`src/design/urlpd_pkg.sv`:
```
// urlpd_pkg: shared types, character constants and helper functions
// for the URL percent decoder. No dependencies.
`default_nettype none
package urlpd_pkg;

  localparam logic [7:0] CHAR_PLUS    = 8'h2B;
  localparam logic [7:0] CHAR_SPACE   = 8'h20;
  localparam logic [7:0] CHAR_PCT     = 8'h25;
  localparam logic [7:0] CHAR_QMARK   = 8'h3F;
  localparam logic [7:0] CHAR_ZERO    = 8'h30;
  localparam logic [7:0] CHAR_NINE    = 8'h39;
  localparam logic [7:0] CHAR_UPPER_A = 8'h41;
  localparam logic [7:0] CHAR_UPPER_F = 8'h46;
  localparam logic [7:0] CHAR_LOWER_A = 8'h61;
  localparam logic [7:0] CHAR_LOWER_F = 8'h66;
  localparam logic [7:0] HEX_TEN      = 8'd10;

  localparam int GRP_SLOTS = 3;
  localparam int QDEPTH    = 2;

  // escape tracking: idle, percent held, percent and one char held
  typedef enum logic [2:0] {
    PH_IDLE = 3'b001,
    PH_PCT  = 3'b010,
    PH_HELD = 3'b100
  } phase_t;

  // bytes produced by one source character
  typedef struct packed {
    logic [GRP_SLOTS-1:0][7:0] bytes;
    logic [1:0]                cnt;
    logic                      last;
  } group_t;

  // {valid, value}
  function automatic logic [4:0] hex_val(input logic [7:0] c);
    logic [7:0] d;
    logic       ok;
    d  = 8'd0;
    ok = 1'b0;
    if (c >= CHAR_ZERO && c <= CHAR_NINE) begin
      d  = c - CHAR_ZERO;
      ok = 1'b1;
    end else if (c >= CHAR_UPPER_A && c <= CHAR_UPPER_F) begin
      d  = c - CHAR_UPPER_A + HEX_TEN;
      ok = 1'b1;
    end else if (c >= CHAR_LOWER_A && c <= CHAR_LOWER_F) begin
      d  = c - CHAR_LOWER_A + HEX_TEN;
      ok = 1'b1;
    end
    return {ok, d[3:0]};
  endfunction

  // plain character outside an escape
  function automatic logic [7:0] plain_map(input logic [7:0] c);
    return (c == CHAR_PLUS) ? CHAR_SPACE : c;
  endfunction

  // character that ends a string: a lone percent sign reads as '?'
  function automatic logic [7:0] term_map(input logic [7:0] c);
    return (c == CHAR_PCT) ? CHAR_QMARK : plain_map(c);
  endfunction

endpackage
`default_nettype wire

```
`src/design/urlpd_in_if.sv`:
```
// urlpd_in_if: valid/ready channel carrying encoded source characters.
// No dependencies.
`default_nettype none
interface urlpd_in_if;
  logic       valid;
  logic       ready;
  logic [7:0] in_char;
  logic       in_last;
  modport source (output valid, in_char, in_last, input ready);
  modport sink   (input valid, in_char, in_last, output ready);
endinterface
`default_nettype wire

```
`src/design/urlpd_out_if.sv`:
```
// urlpd_out_if: valid/ready channel carrying decoded bytes.
// No dependencies.
`default_nettype none
interface urlpd_out_if;
  logic       valid;
  logic       ready;
  logic [7:0] out_byte;
  logic       out_last;
  modport source (output valid, out_byte, out_last, input ready);
  modport sink   (input valid, out_byte, out_last, output ready);
endinterface
`default_nettype wire

```
`src/design/urlpd_front.sv`:
```
// urlpd_front: accepts characters, tracks escape state and builds the
// group of up to three decoded bytes per character. Uses urlpd_pkg.
`default_nettype none
module urlpd_front (
  input  wire logic            clk,
  input  wire logic            rst,
  urlpd_in_if.sink             enc,
  input  wire logic            full,
  output logic                 push,
  output urlpd_pkg::group_t    grp
);

  urlpd_pkg::phase_t phase, phase_next;
  logic [7:0]        held, held_next;
  logic [4:0]        hx_hi, hx_lo;
  logic              accept;
  logic [7:0]        c;
  logic              last;

  assign c         = enc.in_char;
  assign last      = enc.in_last;
  assign enc.ready = !full;
  assign accept    = enc.valid && !full;
  assign hx_hi     = urlpd_pkg::hex_val(held);
  assign hx_lo     = urlpd_pkg::hex_val(c);

  always_comb begin
    grp        = '0;
    grp.last   = last;
    phase_next = urlpd_pkg::PH_IDLE;
    held_next  = held;
    unique case (phase)
      urlpd_pkg::PH_PCT: begin
        if (last) begin
          grp.bytes[0] = urlpd_pkg::CHAR_QMARK;
          grp.bytes[1] = urlpd_pkg::term_map(c);
          grp.cnt      = 2'd2;
        end else begin
          held_next  = c;
          phase_next = urlpd_pkg::PH_HELD;
        end
      end
      urlpd_pkg::PH_HELD: begin
        grp.bytes[0] = urlpd_pkg::CHAR_QMARK;
        if (hx_hi[4] && hx_lo[4]) begin
          grp.bytes[0] = {hx_hi[3:0], hx_lo[3:0]};
          grp.cnt      = 2'd1;
        end else if (held == urlpd_pkg::CHAR_PCT) begin
          // held percent opens a new escape
          if (last) begin
            grp.bytes[1] = urlpd_pkg::CHAR_QMARK;
            grp.bytes[2] = urlpd_pkg::term_map(c);
            grp.cnt      = 2'd3;
          end else begin
            grp.cnt    = 2'd1;
            held_next  = c;
            phase_next = urlpd_pkg::PH_HELD;
          end
        end else begin
          grp.bytes[1] = urlpd_pkg::plain_map(held);
          if (c == urlpd_pkg::CHAR_PCT && !last) begin
            grp.cnt    = 2'd2;
            phase_next = urlpd_pkg::PH_PCT;
          end else begin
            grp.bytes[2] = urlpd_pkg::term_map(c);
            grp.cnt      = 2'd3;
          end
        end
      end
      default: begin
        if (c == urlpd_pkg::CHAR_PCT && !last) begin
          phase_next = urlpd_pkg::PH_PCT;
        end else begin
          grp.bytes[0] = urlpd_pkg::term_map(c);
          grp.cnt      = 2'd1;
        end
      end
    endcase
  end

  assign push = accept && (grp.cnt != 2'd0);

  always_ff @(posedge clk) begin
    if (rst) begin
      phase <= urlpd_pkg::PH_IDLE;
    end else if (accept) begin
      phase <= phase_next;
    end
  end

  always_ff @(posedge clk) begin
    if (accept) begin
      held <= held_next;
    end
  end

endmodule
`default_nettype wire

```
`src/design/urlpd_queue.sv`:
```
// urlpd_queue: two-entry queue of byte groups between front and back.
// Uses urlpd_pkg.
`default_nettype none
module urlpd_queue (
  input  wire logic                clk,
  input  wire logic                rst,
  input  wire logic                push,
  input  wire urlpd_pkg::group_t   wr_grp,
  output logic                     full,
  input  wire logic                pop,
  output urlpd_pkg::group_t        head,
  output logic                     empty
);

  localparam int PW = $clog2(urlpd_pkg::QDEPTH);
  localparam int CW = $clog2(urlpd_pkg::QDEPTH + 1);

  urlpd_pkg::group_t mem [urlpd_pkg::QDEPTH];
  logic [PW-1:0]     wr_ptr, rd_ptr;
  logic [CW-1:0]     fill;

  assign full  = (fill == CW'(urlpd_pkg::QDEPTH));
  assign empty = (fill == '0);
  assign head  = mem[rd_ptr];

  always_ff @(posedge clk) begin
    if (push) begin
      mem[wr_ptr] <= wr_grp;
    end
  end

  always_ff @(posedge clk) begin
    if (rst) begin
      wr_ptr <= '0;
      rd_ptr <= '0;
      fill   <= '0;
    end else begin
      if (push) begin
        wr_ptr <= wr_ptr + 1'b1;
      end
      if (pop) begin
        rd_ptr <= rd_ptr + 1'b1;
      end
      if (push && !pop) begin
        fill <= fill + 1'b1;
      end else if (pop && !push) begin
        fill <= fill - 1'b1;
      end
    end
  end

endmodule
`default_nettype wire

```
`src/design/urlpd_back.sv`:
```
// urlpd_back: sends the bytes of the head group one beat at a time and
// releases the group after its final byte. Uses urlpd_pkg.
`default_nettype none
module urlpd_back (
  input  wire logic               clk,
  input  wire logic               rst,
  input  wire urlpd_pkg::group_t  head,
  input  wire logic               empty,
  output logic                    pop,
  urlpd_out_if.source             dec
);

  logic [1:0] idx;
  logic       final_byte;

  assign final_byte   = (idx == head.cnt - 2'd1);
  assign dec.valid    = !empty;
  assign dec.out_byte = head.bytes[idx];
  assign dec.out_last = head.last && final_byte;
  assign pop          = dec.valid && dec.ready && final_byte;

  always_ff @(posedge clk) begin
    if (rst) begin
      idx <= '0;
    end else if (dec.valid && dec.ready) begin
      idx <= final_byte ? 2'd0 : idx + 2'd1;
    end
  end

endmodule
`default_nettype wire

```
`src/design/url_percent_decoder.sv`:
```
// url_percent_decoder: top level, front decoder, group queue, byte sender.
// Uses urlpd_pkg, urlpd_in_if, urlpd_out_if, urlpd_front, urlpd_queue, urlpd_back.
// Decodes a URL-encoded character stream ('+' to space, %XX to a byte, bad
// or cut-off escapes to '?') with one character accepted per cycle while
// each character yields at most one byte; a character that yields n bytes
// holds the output for n beats; the sender emits one byte per cycle when ready.
// A two-entry queue of byte groups sits between the two sides, so input
// stalls only when that queue is full. The bytes of a character are
// queued before they reach the output; out_last marks a string's end.
`default_nettype none
module url_percent_decoder (
  input  wire logic   clk,
  input  wire logic   rst,
  urlpd_in_if.sink    enc,
  urlpd_out_if.source dec
);

  urlpd_pkg::group_t grp, head;
  logic              push, full, pop, empty;

  urlpd_front u_front (
    .clk  (clk),
    .rst  (rst),
    .enc  (enc),
    .full (full),
    .push (push),
    .grp  (grp)
  );

  urlpd_queue u_queue (
    .clk    (clk),
    .rst    (rst),
    .push   (push),
    .wr_grp (grp),
    .full   (full),
    .pop    (pop),
    .head   (head),
    .empty  (empty)
  );

  urlpd_back u_back (
    .clk   (clk),
    .rst   (rst),
    .head  (head),
    .empty (empty),
    .pop   (pop),
    .dec   (dec)
  );

endmodule
`default_nettype wire

```
`src/flat_wrapper.sv`:
```
// flat-port wrapper written by rule: the top's interface ports become plain ports
module url_percent_decoder_flat 
  (clk, rst, enc_valid, enc_in_char, enc_in_last, enc_ready, dec_valid, dec_out_byte, dec_out_last, dec_ready);
  urlpd_in_if enc_i ();
  urlpd_out_if dec_i ();
  input  wire logic clk;
  input  wire logic rst;
  input wire logic [$bits(enc_i.valid)-1:0] enc_valid;
  input wire logic [$bits(enc_i.in_char)-1:0] enc_in_char;
  input wire logic [$bits(enc_i.in_last)-1:0] enc_in_last;
  output wire logic [$bits(enc_i.ready)-1:0] enc_ready;
  output wire logic [$bits(dec_i.valid)-1:0] dec_valid;
  output wire logic [$bits(dec_i.out_byte)-1:0] dec_out_byte;
  output wire logic [$bits(dec_i.out_last)-1:0] dec_out_last;
  input wire logic [$bits(dec_i.ready)-1:0] dec_ready;
  assign enc_i.valid = enc_valid;
  assign enc_i.in_char = enc_in_char;
  assign enc_i.in_last = enc_in_last;
  assign enc_ready = enc_i.ready;
  assign dec_valid = dec_i.valid;
  assign dec_out_byte = dec_i.out_byte;
  assign dec_out_last = dec_i.out_last;
  assign dec_i.ready = dec_ready;
  url_percent_decoder u_core (.clk(clk), .rst(rst), .enc(enc_i), .dec(dec_i));
endmodule
```
`config.mk`:
```
export PLATFORM = sky130hd
export DESIGN_NAME = url_percent_decoder_flat
export DESIGN_NICKNAME = d
export VERILOG_FILES = /design/src/design/urlpd_pkg.sv /design/src/design/urlpd_in_if.sv /design/src/design/urlpd_out_if.sv /design/src/design/urlpd_front.sv /design/src/design/urlpd_queue.sv /design/src/design/urlpd_back.sv /design/src/design/url_percent_decoder.sv /design/src/flat_wrapper.sv
export SDC_FILE = /design/constraint.sdc
export NUM_CORES = 1
export LEC_CHECK = 0
export BUFFER_PORTS_ARGS = -buffer_cell sky130_fd_sc_hd__buf_2
export CORE_AREA = 2 2 89 91
export CTS_BUF_LIST = sky130_fd_sc_hd__clkbuf_8
export DETAILED_ROUTE_END_ITERATION = 8
export DIE_AREA = 0 0 91 93
export PLACE_DENSITY_LB_ADDON = 0.12
export SKIP_LAST_GASP = 1
export SYNTH_ARGS = -nofsm -noshare
export SYNTH_HDL_FRONTEND = slang
export SYNTH_SLANG_ARGS = --single-unit
```
`constraint.sdc`:
```
create_clock -name clk -period 3.5 [get_ports clk]
set_input_delay 0.175 -clock clk [delete_from_list [all_inputs] [get_ports clk]]
set_output_delay 0.175 -clock clk [all_outputs]
set_load 0.02 [all_outputs]
```
==> flow_summary.json, run 1 <==
{
  "gp_congestion": 0.8467,
  "period_share_pct": 80.71,
  "finalCriticalPeriod_ps": 2825,
  "fin_util_pct": 54.52,
  "maxCapViolCount": 0,
  "vias_per_cell": 5.665,
  "hold_depth": 1,
  "crit_top_cell": "ha_1",
  "place_area_sq_um": 3895,
  "cp.depth": 10,
  "grt_start_max_net_pins": 28,
  "status": "finished clean",
  "grt_pass1_vias": 2358,
  "synth-edff-count": 62,
  "dp_hpwl_mm": 5.380,
  "p_leak_nw": 1.467,
  "initial_core_util_pct": 48.45,
  "dr_total_vias": 2419,
  "ys_seq_area_share_pct": 56.54,
  "clock-sinks": 72,
  "power.share.clock_pct": 29.2,
  "coreArea_sq_um": 7527,
  "drcViolationCount": 0,
  "critPathCaptureType": "flop",
  "hold_path_class": "in -> reg",
  "cp_num_buf_inv": 2,
  "final_antenna_net_count": 0,
  "final-setup-viol-count": 0,
  "synth_seq_cells": 72,
  "async_reset_ff_share_pct": 0,
  "netlist_instances": 291,
  "finalHoldViolCount": 0,
  "cts_buffers": 9,
  "synthFlopType": "edfxtp_1",
  "antenna_found_initial": 0,
  "pwr-share-comb_pct": 23.7,
  "slew_headroom_pct": 49.23,
  "overflow": 0,
  "crit_chain": "inv_1, ha_1, nor3b_1, a311oi_2, a2bb2o_4, a31oi_4, inv_2, ha_1, or3_1, a21oi_1",
  "holdWs_ps": 104.6,
  "finClkSkew_ps": 7.070,
  "p_seq_share_pct": 47.1,
  "clk_path_buf_depth": 2,
  "post_cts.repair.setup_buffers": 0,
  "max_freq_ghz": 0.3540,
  "cp_top_family": "compound AO/OA/AOI/OAI gates",
  "tightest_slew_ps": 742.4,
  "clk_pin_slew_worst_paths_ps": 70,
  "diodes": 0,
  "syn_area_per_cell_sq_um": 12.53,
  "setup_tns_ps": 0,
  "syn2layout_area_growth_pct": 12.52,
  "wirelength_mm": 7.474,
  "die_y_um": 93,
  "rsz0062_at_grt": "false",
  "drive_gt1_share_pct": 22.15,
  "cts_tree": "built",
  "row_count": 32,
  "dp.cells": 412,
  "critPathMaxFanout": 7,
  "port-buffer-count": 23,
  "postCtsHoldBufs": 0,
  "synth_area_sq_um": 3647,
  "finalWorstSetupSlack_ps": 675.2,
  "clkLatencyLatePin_ps": 340,
  "drt_pre_antenna_iters": 5,
  "root_buffer": "clkbuf_8",
  "finalPower_mw": 2.370,
  "yosysUniqueCellTypes": 61,
  "switchingPower_mw": 0.6757,
  "track_usage_pct": 19.45,
  "dieArea_sq_um": 8463,
  "critPathLaunchType": "flop",
  "layout.cells.non_filler": 427,
  "power_density_nw_per_um2": 577.4,
  "h-tree-depth": 3,
  "synth_warnings": 0,
  "worst-setup-path-type": "reg -> reg",
  "die_w_um": 91,
  "reg2reg_depth": 10,
  "nets": 341,
  "wl_per_cell_um": 17.50,
  "arrival_ps": 3100,
  "drtIter0Drc": 145,
  "stdcell_area_sq_um": 4104,
  "slowest_delay_ps": 560,
  "cp.required_ps": 3770,
  "ios": 24,
  "ir_worst_vdd_mv": 0.1918,
  "power.internal_mw": 1.694,
  "grt_pass1_wl_mm": 12.54,
  "slowest_stage": "edfxtp_1",
  "swShare_pct": 28.51,
  "pre_cts_slack_ps": 700.0,
  "drv_slew": 0,
  "cts_resized": 0,
  "syn-num-nets": 311
}
registers in the layout, summed over array words and instances, names as in the netlist, named ones only:
signal / flops
u_core.u_queue.mem: 54
u_core.u_front.held: 8
u_core.u_front.phase: 3
u_core.u_back.idx: 2
u_core.u_queue.fill: 2
u_core.u_queue.rd_ptr: 1
u_core.u_queue.wr_ptr: 1
synth_stat cells (2+ instances only):
cell type  number  area, sq um
edfxtp_1       62         1862
nand2_1        24        90.09
inv_1          18        67.56
nor2_1         15        56.30
a21oi_1        11        55.05
mux2i_1        11        110.1
o21ai_0        11        55.05
dfxtp_1        10        200.2
o22ai_1        10        62.56
mux4_2          8        180.2
ha_1            7        87.58
o211ai_1        7        52.55
xnor2_1         7        61.31
clkbuf_1        6        22.52
and3_1          5        31.28
nand3_1         5        25.02
a22o_1          4        35.03
a31oi_1         4        25.02
a211oi_1        3        22.52
mux2_2          3        33.78
nand2b_1        3        18.77
nor3_1          3        15.01
nor3b_1         3        22.52
a2111oi_0       2        17.52
and2_1          2        12.51
and2_2          2        15.01
and3_2          2        15.01
buf_2           2        10.01
nor2b_1         2        12.51
o21a_1          2        15.01
o21bai_1        2        15.01
o2bb2ai_1       2        17.52
or2_2           2        12.51
or3_1           2        12.51
or4b_1          2        20.02
xor2_1          2        17.52
cell usage in the layout, fill, tap and decap left out, types with 3 or more instances in the layout:
| cell type | n |
|---|---|
| nand3_1 | 5 |
| nor3_1 | 3 |
| ha_1 | 7 |
| nand2_1 | 24 |
| nand2b_1 | 3 |
| buf_2 | 23 |
| a31oi_1 | 4 |
| buf_4 | 7 |
| edfxtp_1 | 62 |
| a21oi_1 | 11 |
| o22ai_1 | 10 |
| nor3b_1 | 3 |
| nor2_1 | 13 |
| and3_1 | 5 |
| xnor2_1 | 7 |
| clkbuf_8 | 9 |
| mux2i_1 | 11 |
| mux2_2 | 3 |
| a22o_1 | 4 |
| o211ai_1 | 7 |
| mux4_2 | 8 |
| a211oi_1 | 3 |
| inv_1 | 18 |
| dfxtp_1 | 10 |
| o21ai_0 | 11 |
cell families after synthesis:
family / Yosys count / share of synthesized area (%)
buf+inv: 30 / 3.396
flops: 72 / 56.54
compound gates: 68 / 13.62
mux: 23 / 9.297
fa+ha+maj: 7 / 2.401
xor+xnor: 9 / 2.161
simple gates: 82 / 12.59
power by group through the flow:
stage | Clock (mW) | Sequential (mW) | Combinational (mW)
floorplan | 0 | 1.11 | 0.434
global placement | 0 | 1.13 | 0.562
detailed placement | 0 | 1.14 | 0.566
CTS | 0.707 | 1.12 | 0.569
global route | 0.750 | 1.13 | 0.623
finish | 0.692 | 1.12 | 0.561
worst register-to-register path: cells and delay by family, from the launching register on:
| kind | cells | cell delay [ps] |
|---|---|---|
| AOI/OAI and AO/OA | 4 | 990 |
| adders and majority gates | 2 | 530 |
| buffers and inverters | 2 | 170 |
| DFF | 1 | 560 |
| and+or+nand+nor | 2 | 500 |
layer usage:
layer  vias up  wire [um]  GRT usage [%]
met5         -          0              0
met4         0        109          6.944
met1      1186       3722          28.47
met2        55       3301          28.64
met3         9        340          4.351
li1       1169          -              -
path summary, 6_finish.rpt:
check                         start                endpoint  slack, ps
min                  enc_in_char[1]  u_core.u_front.held[1]        100
min reg2reg  u_core.u_queue.fill[1]  u_core.u_queue.fill[1]        510
max reg2reg  u_core.u_front.held[0]  u_core.u_queue.fill[1]        680
max          u_core.u_front.held[0]  u_core.u_queue.fill[1]        680
area by class of cell:
type / count / area (sq um)
inverter: 19 / 71.32
sequential: 72 / 2062
fill: 674 / 3423
clock buffer: 9 / 123.9
timing repair buffer: 30 / 167.7
multi-input combinational: 189 / 1466
clock inverter: 6 / 85.08
tap: 102 / 127.6
Note: power is estimated with default switching activity, not from simulation.
==> inputs of run 2 (changes only) <==
==> constraint.sdc (replaced) <==
create_clock -name clk -period 2.65 [get_ports clk]
set_input_delay 0.1325 -clock clk [delete_from_list [all_inputs] [get_ports clk]]
set_output_delay 0.1325 -clock clk [all_outputs]
set_load 0.02 [all_outputs]
==> flow_summary.json, run 2 (synthesis results as in run 1) <==
{
  "status": "finished clean",
  "nets": 357,
  "final-setup-viol-count": 0,
  "critPathLaunchType": "flop",
  "grt_start_max_net_pins": 28,
  "drt_pre_antenna_iters": 4,
  "dp_hpwl_mm": 5.349,
  "finClkSkew_ps": 11.19,
  "die_w_um": 91,
  "finalCriticalPeriod_ps": 2621,
  "drv_slew": 0,
  "finalPower_mw": 3.250,
  "p_leak_nw": 1.561,
  "port-buffer-count": 23,
  "drive_gt1_share_pct": 26.32,
  "multi_input_area_sq_um": 1488,
  "wl_per_cell_um": 16.79,
  "fin_util_pct": 57.06,
  "crit_chain": "or4b_4, a311oi_4, a2bb2o_4, a31oi_4, inv_2, ha_2, xor2_1, or3_1, a21oi_2",
  "max_freq_ghz": 0.3815,
  "cts_tree": "built",
  "arrival_ps": 2890,
  "final_common_cell": "edfxtp_1",
  "ir_worst_vdd_mv": 0.3037,
  "coreArea_sq_um": 7527,
  "die_y_um": 93,
  "tightest_slew_ps": 678.8,
  "clock-sinks": 72,
  "clk_path_buf_depth": 2,
  "dr_total_vias": 2422,
  "postCtsHoldBufs": 0,
  "worst-setup-path-type": "reg -> reg",
  "place_area_sq_um": 4025,
  "reg2reg_depth": 9,
  "gp_congestion": 0.9265,
  "vias_per_cell": 5.455,
  "slowest_delay_ps": 560,
  "power_density_nw_per_um2": 756.7,
  "critPathCaptureType": "flop",
  "drtIter0Drc": 152,
  "cp.required_ps": 2910,
  "grt_pass1_vias": 2367,
  "dieArea_sq_um": 8463,
  "seq_area_sq_um": 2062,
  "cp_num_buf_inv": 1,
  "final_antenna_net_count": 0,
  "hold_path_class": "in -> reg",
  "ios": 24,
  "clk_pin_slew_worst_paths_ps": 70,
  "cp.depth": 9,
  "clkLatencyLatePin_ps": 330,
  "cts_buffers": 9,
  "period_share_pct": 98.91,
  "critPathMaxFanout": 5,
  "drcViolationCount": 0,
  "top_regs": "u_core.u_queue.mem (54), u_core.u_front.held (8), u_core.u_front.phase (3)",
  "largest_register_ffs": 54,
  "rsz0062_at_grt": "true",
  "overflow": 0,
  "initial_core_util_pct": 48.45,
  "slowest_stage": "or4b_4",
  "syn2layout_area_growth_pct": 17.77,
  "h-tree-depth": 3,
  "diodes": 0,
  "antenna_found_initial": 0,
  "holdWs_ps": 75.48,
  "hold_depth": 1,
  "fillers": 659,
  "grt_pass1_wl_mm": 12.21,
  "wirelength_mm": 7.456,
  "maxCapViolCount": 0,
  "root_buffer": "clkbuf_8",
  "mostFrequentLayoutCells": "62 x edfxtp_1, 24 x nand2_1, 23 x buf_2, 21 x buf_4, 18 x inv_1",
  "finalHoldViolCount": 0,
  "rrSetupSlack_ps": 30,
  "row_count": 32,
  "slew_headroom_pct": 53.57,
  "cp_top_family": "compound AO/OA/AOI/OAI gates",
  "largest-register": "u_core.u_queue.mem",
  "stdcell_area_sq_um": 4295,
  "track_usage_pct": 18.84,
  "setup_tns_ps": 0
}
[run 2: timing repair]
item	in CTS	in global routing
setup buffers	0	2
resized for setup	0	4
setup endpoints to repair	0	1
[run 2: area by class of cell]
type                       count  share of cell area, %
tap                          102                  2.971
multi-input combinational    189                  34.63
sequential                    72                  48.00
timing repair buffer          46                  7.282
inverter                      19                  1.660
clock buffer                   9                  2.884
clock inverter                 7                  2.563
[run 2: metrics by stage]
step / setup slack [ps] / std cells
3_3_place_gp: 129.3 / 426
5_1_grt: -70.93 / 444
2_1_floorplan: -326.6 / 291
3_5_place_dp: 75.23 / 426
6_report: 28.75 / 444
4_1_cts: 42.94 / 442
[run 2: where the power goes]
group	switching (mW)	internal, mW
clock network	0.376	0.617
logic	0.442	0.344
registers	0.0698	1.40
[run 2: metal layers]
| layer | track usage (%) | vias to the layer above | part of all wire, % |
|---|---|---|---|
| met5 | 0 | - | 0 |
| met4 | 5.303 | 0 | 0.74 |
| met3 | 3.465 | 4 | 4.3 |
| met2 | 29.38 | 51 | 46 |
| met1 | 27.30 | 1163 | 49 |
| li1 | - | 1204 | - |
[run 2: final timing paths]
kind / start / endpoint
worst max-delay path: u_core.u_front.held[4] / u_core.u_queue.fill[1]
worst min-delay path: enc_in_char[0] / u_core.u_front.held[0]
worst max register to register: u_core.u_front.held[4] / u_core.u_queue.fill[1]
worst min register to register: u_core.u_front.phase[2] / u_core.u_front.phase[2]
==> inputs of run 3 (changes only) <==
--- a/config.mk
+++ b/config.mk
@@ -6,10 +6,10 @@
 export NUM_CORES = 1
 export LEC_CHECK = 0
 export BUFFER_PORTS_ARGS = -buffer_cell sky130_fd_sc_hd__buf_2
-export CORE_AREA = 2 2 89 91
+export CORE_AREA = 2 2 99 82
 export CTS_BUF_LIST = sky130_fd_sc_hd__clkbuf_8
 export DETAILED_ROUTE_END_ITERATION = 8
-export DIE_AREA = 0 0 91 93
+export DIE_AREA = 0 0 101 84
 export PLACE_DENSITY_LB_ADDON = 0.12
 export SKIP_LAST_GASP = 1
 export SYNTH_ARGS = -nofsm -noshare
==> flow_summary.json, run 3 (synthesis results as in run 1) <==
{
  "p_leak_nw": 1.564,
  "die_y_um": 84,
  "final_antenna_net_count": 0,
  "dieArea_sq_um": 8484,
  "cts_tree": "built",
  "rsz0062_at_grt": "true",
  "hold_path_class": "in -> reg",
  "root_buffer": "clkbuf_8",
  "critPathCaptureType": "flop",
  "clk_pin_slew_worst_paths_ps": 80,
  "finClkSkew_ps": 8.308,
  "period_share_pct": 97.89,
  "dr_total_vias": 2468,
  "drive_gt1_share_pct": 25.81,
  "status": "finished clean",
  "wl_per_cell_um": 17.70,
  "arrival_ps": 2870,
  "grt_pass1_wl_mm": 12.46,
  "slowest_delay_ps": 460,
  "grt_pass1_vias": 2362,
  "mostFrequentLayoutCells": "62 x edfxtp_1, 24 x nand2_1, 23 x buf_2, 20 x buf_4, 19 x inv_1",
  "track_usage_pct": 19.88,
  "cp.required_ps": 2920,
  "ios": 24,
  "clkLatencyLatePin_ps": 340,
  "critPathLaunchType": "flop",
  "initial_core_util_pct": 47.87,
  "grt_start_max_net_pins": 28,
  "slowest_stage": "edfxtp_1",
  "h-tree-depth": 3,
  "finalCriticalPeriod_ps": 2594,
  "fillers": 664,
  "cp_num_buf_inv": 2,
  "cts_buffers": 9,
  "drt_pre_antenna_iters": 4,
  "die_w_um": 101,
  "nets": 356,
  "gp_congestion": 0.9024,
  "clk_path_buf_depth": 2,
  "overflow": 0,
  "drv_slew": 0,
  "antenna_found_initial": 0,
  "drcViolationCount": 0,
  "crit_chain": "inv_1, ha_1, nor3b_1, a311oi_2, a2bb2o_4, a31oi_4, inv_2, ha_1, or3_1, a21oi_1",
  "largest_register_ffs": 54,
  "vias_per_cell": 5.687,
  "final_common_cell": "edfxtp_1",
  "top_regs": "u_core.u_queue.mem (54), u_core.u_front.held (8), u_core.u_front.phase (3)",
  "crit_top_cell": "ha_1",
  "post_cts.repair.setup_buffers": 0,
  "wirelength_mm": 7.681,
  "finalHoldViolCount": 0,
  "finalPower_mw": 3.288,
  "tightest_slew_ps": 572.6,
  "drtIter0Drc": 148,
  "diodes": 0,
  "cts_resized": 0,
  "final-setup-viol-count": 0,
  "critPathMaxFanout": 7,
  "maxCapViolCount": 0,
  "largest-register": "u_core.u_queue.mem",
  "postCtsHoldBufs": 0,
  "max_freq_ghz": 0.3855,
  "port-buffer-count": 23,
  "syn2layout_area_growth_pct": 16.91,
  "dp_hpwl_mm": 5.588,
  "worst-setup-path-type": "reg -> reg",
  "cp_top_family": "compound AO/OA/AOI/OAI gates",
  "ir_worst_vdd_mv": 0.3485,
  "row_count": 29,
  "slew_headroom_pct": 61.78,
  "coreArea_sq_um": 7620,
  "clock-sinks": 72,
  "fin_util_pct": 55.96,
  "power_density_nw_per_um2": 771.2
}
==> run 3: cell type report <==
type,count,area (sq um),area share [%]
sequential,72,2062,48.36
multi-input combinational,189,1466,34.39
timing repair buffer,45,305.3,7.160
clock buffer,9,123.9,2.905
clock inverter,7,118.9,2.788
tap,93,116.4,2.729
inverter,19,71.32,1.673
==> run 3: report_power, final <==
part | internal [mW] | switching [mW]
clock | 0.628 | 0.413
sequential | 1.40 | 0.0671
combinational | 0.340 | 0.440
==> run 3: final timing paths <==
kind | startpoint | end | slack (ps) | depth (start not counted)
worst max register to register | u_core.u_front.held[0] | u_core.u_queue.fill[1] | 60 | 10
worst min register to register | u_core.u_queue.fill[1] | u_core.u_queue.fill[1] | 520 | 2
worst min-delay path | enc_in_char[1] | u_core.u_front.held[1] | 50 | 1
worst max-delay path | u_core.u_front.held[0] | u_core.u_queue.fill[1] | 60 | 10
==> run 3: worst reg2reg max path: cells and delay by family (launching register included) <==
kind,cells,cell delay (ps)
AOI/OAI and AO/OA,4,920
DFF,1,460
and+or+nand+nor,2,500
adders and majority gates,2,510
buffers and inverters,2,130
==> run 3: per-layer routing <==
layer	wire length, um	GRT usage [%]
met4	164	7.125
met3	346	5.444
met5	0	0
met1	3776	29.39
met2	3393	28.06
==> run 3: metrics by stage <==
step / setup TNS, ps / instances / worst slack, ps / hold slack [ps] / instance area, sq um
after global routing: -94.55 / 434 / -94.55 / 44.74 / 4264
after global placement: 0 / 417 / 112.1 / 393.3 / 4014
after detailed placement: 0 / 417 / 57.76 / 402.3 / 4014
final: 0 / 434 / 55.87 / 54.27 / 4264
after floorplan: -17640 / 291 / -326.6 / 231.4 / 3647
after CTS: 0 / 433 / 40.64 / 34.71 / 4257
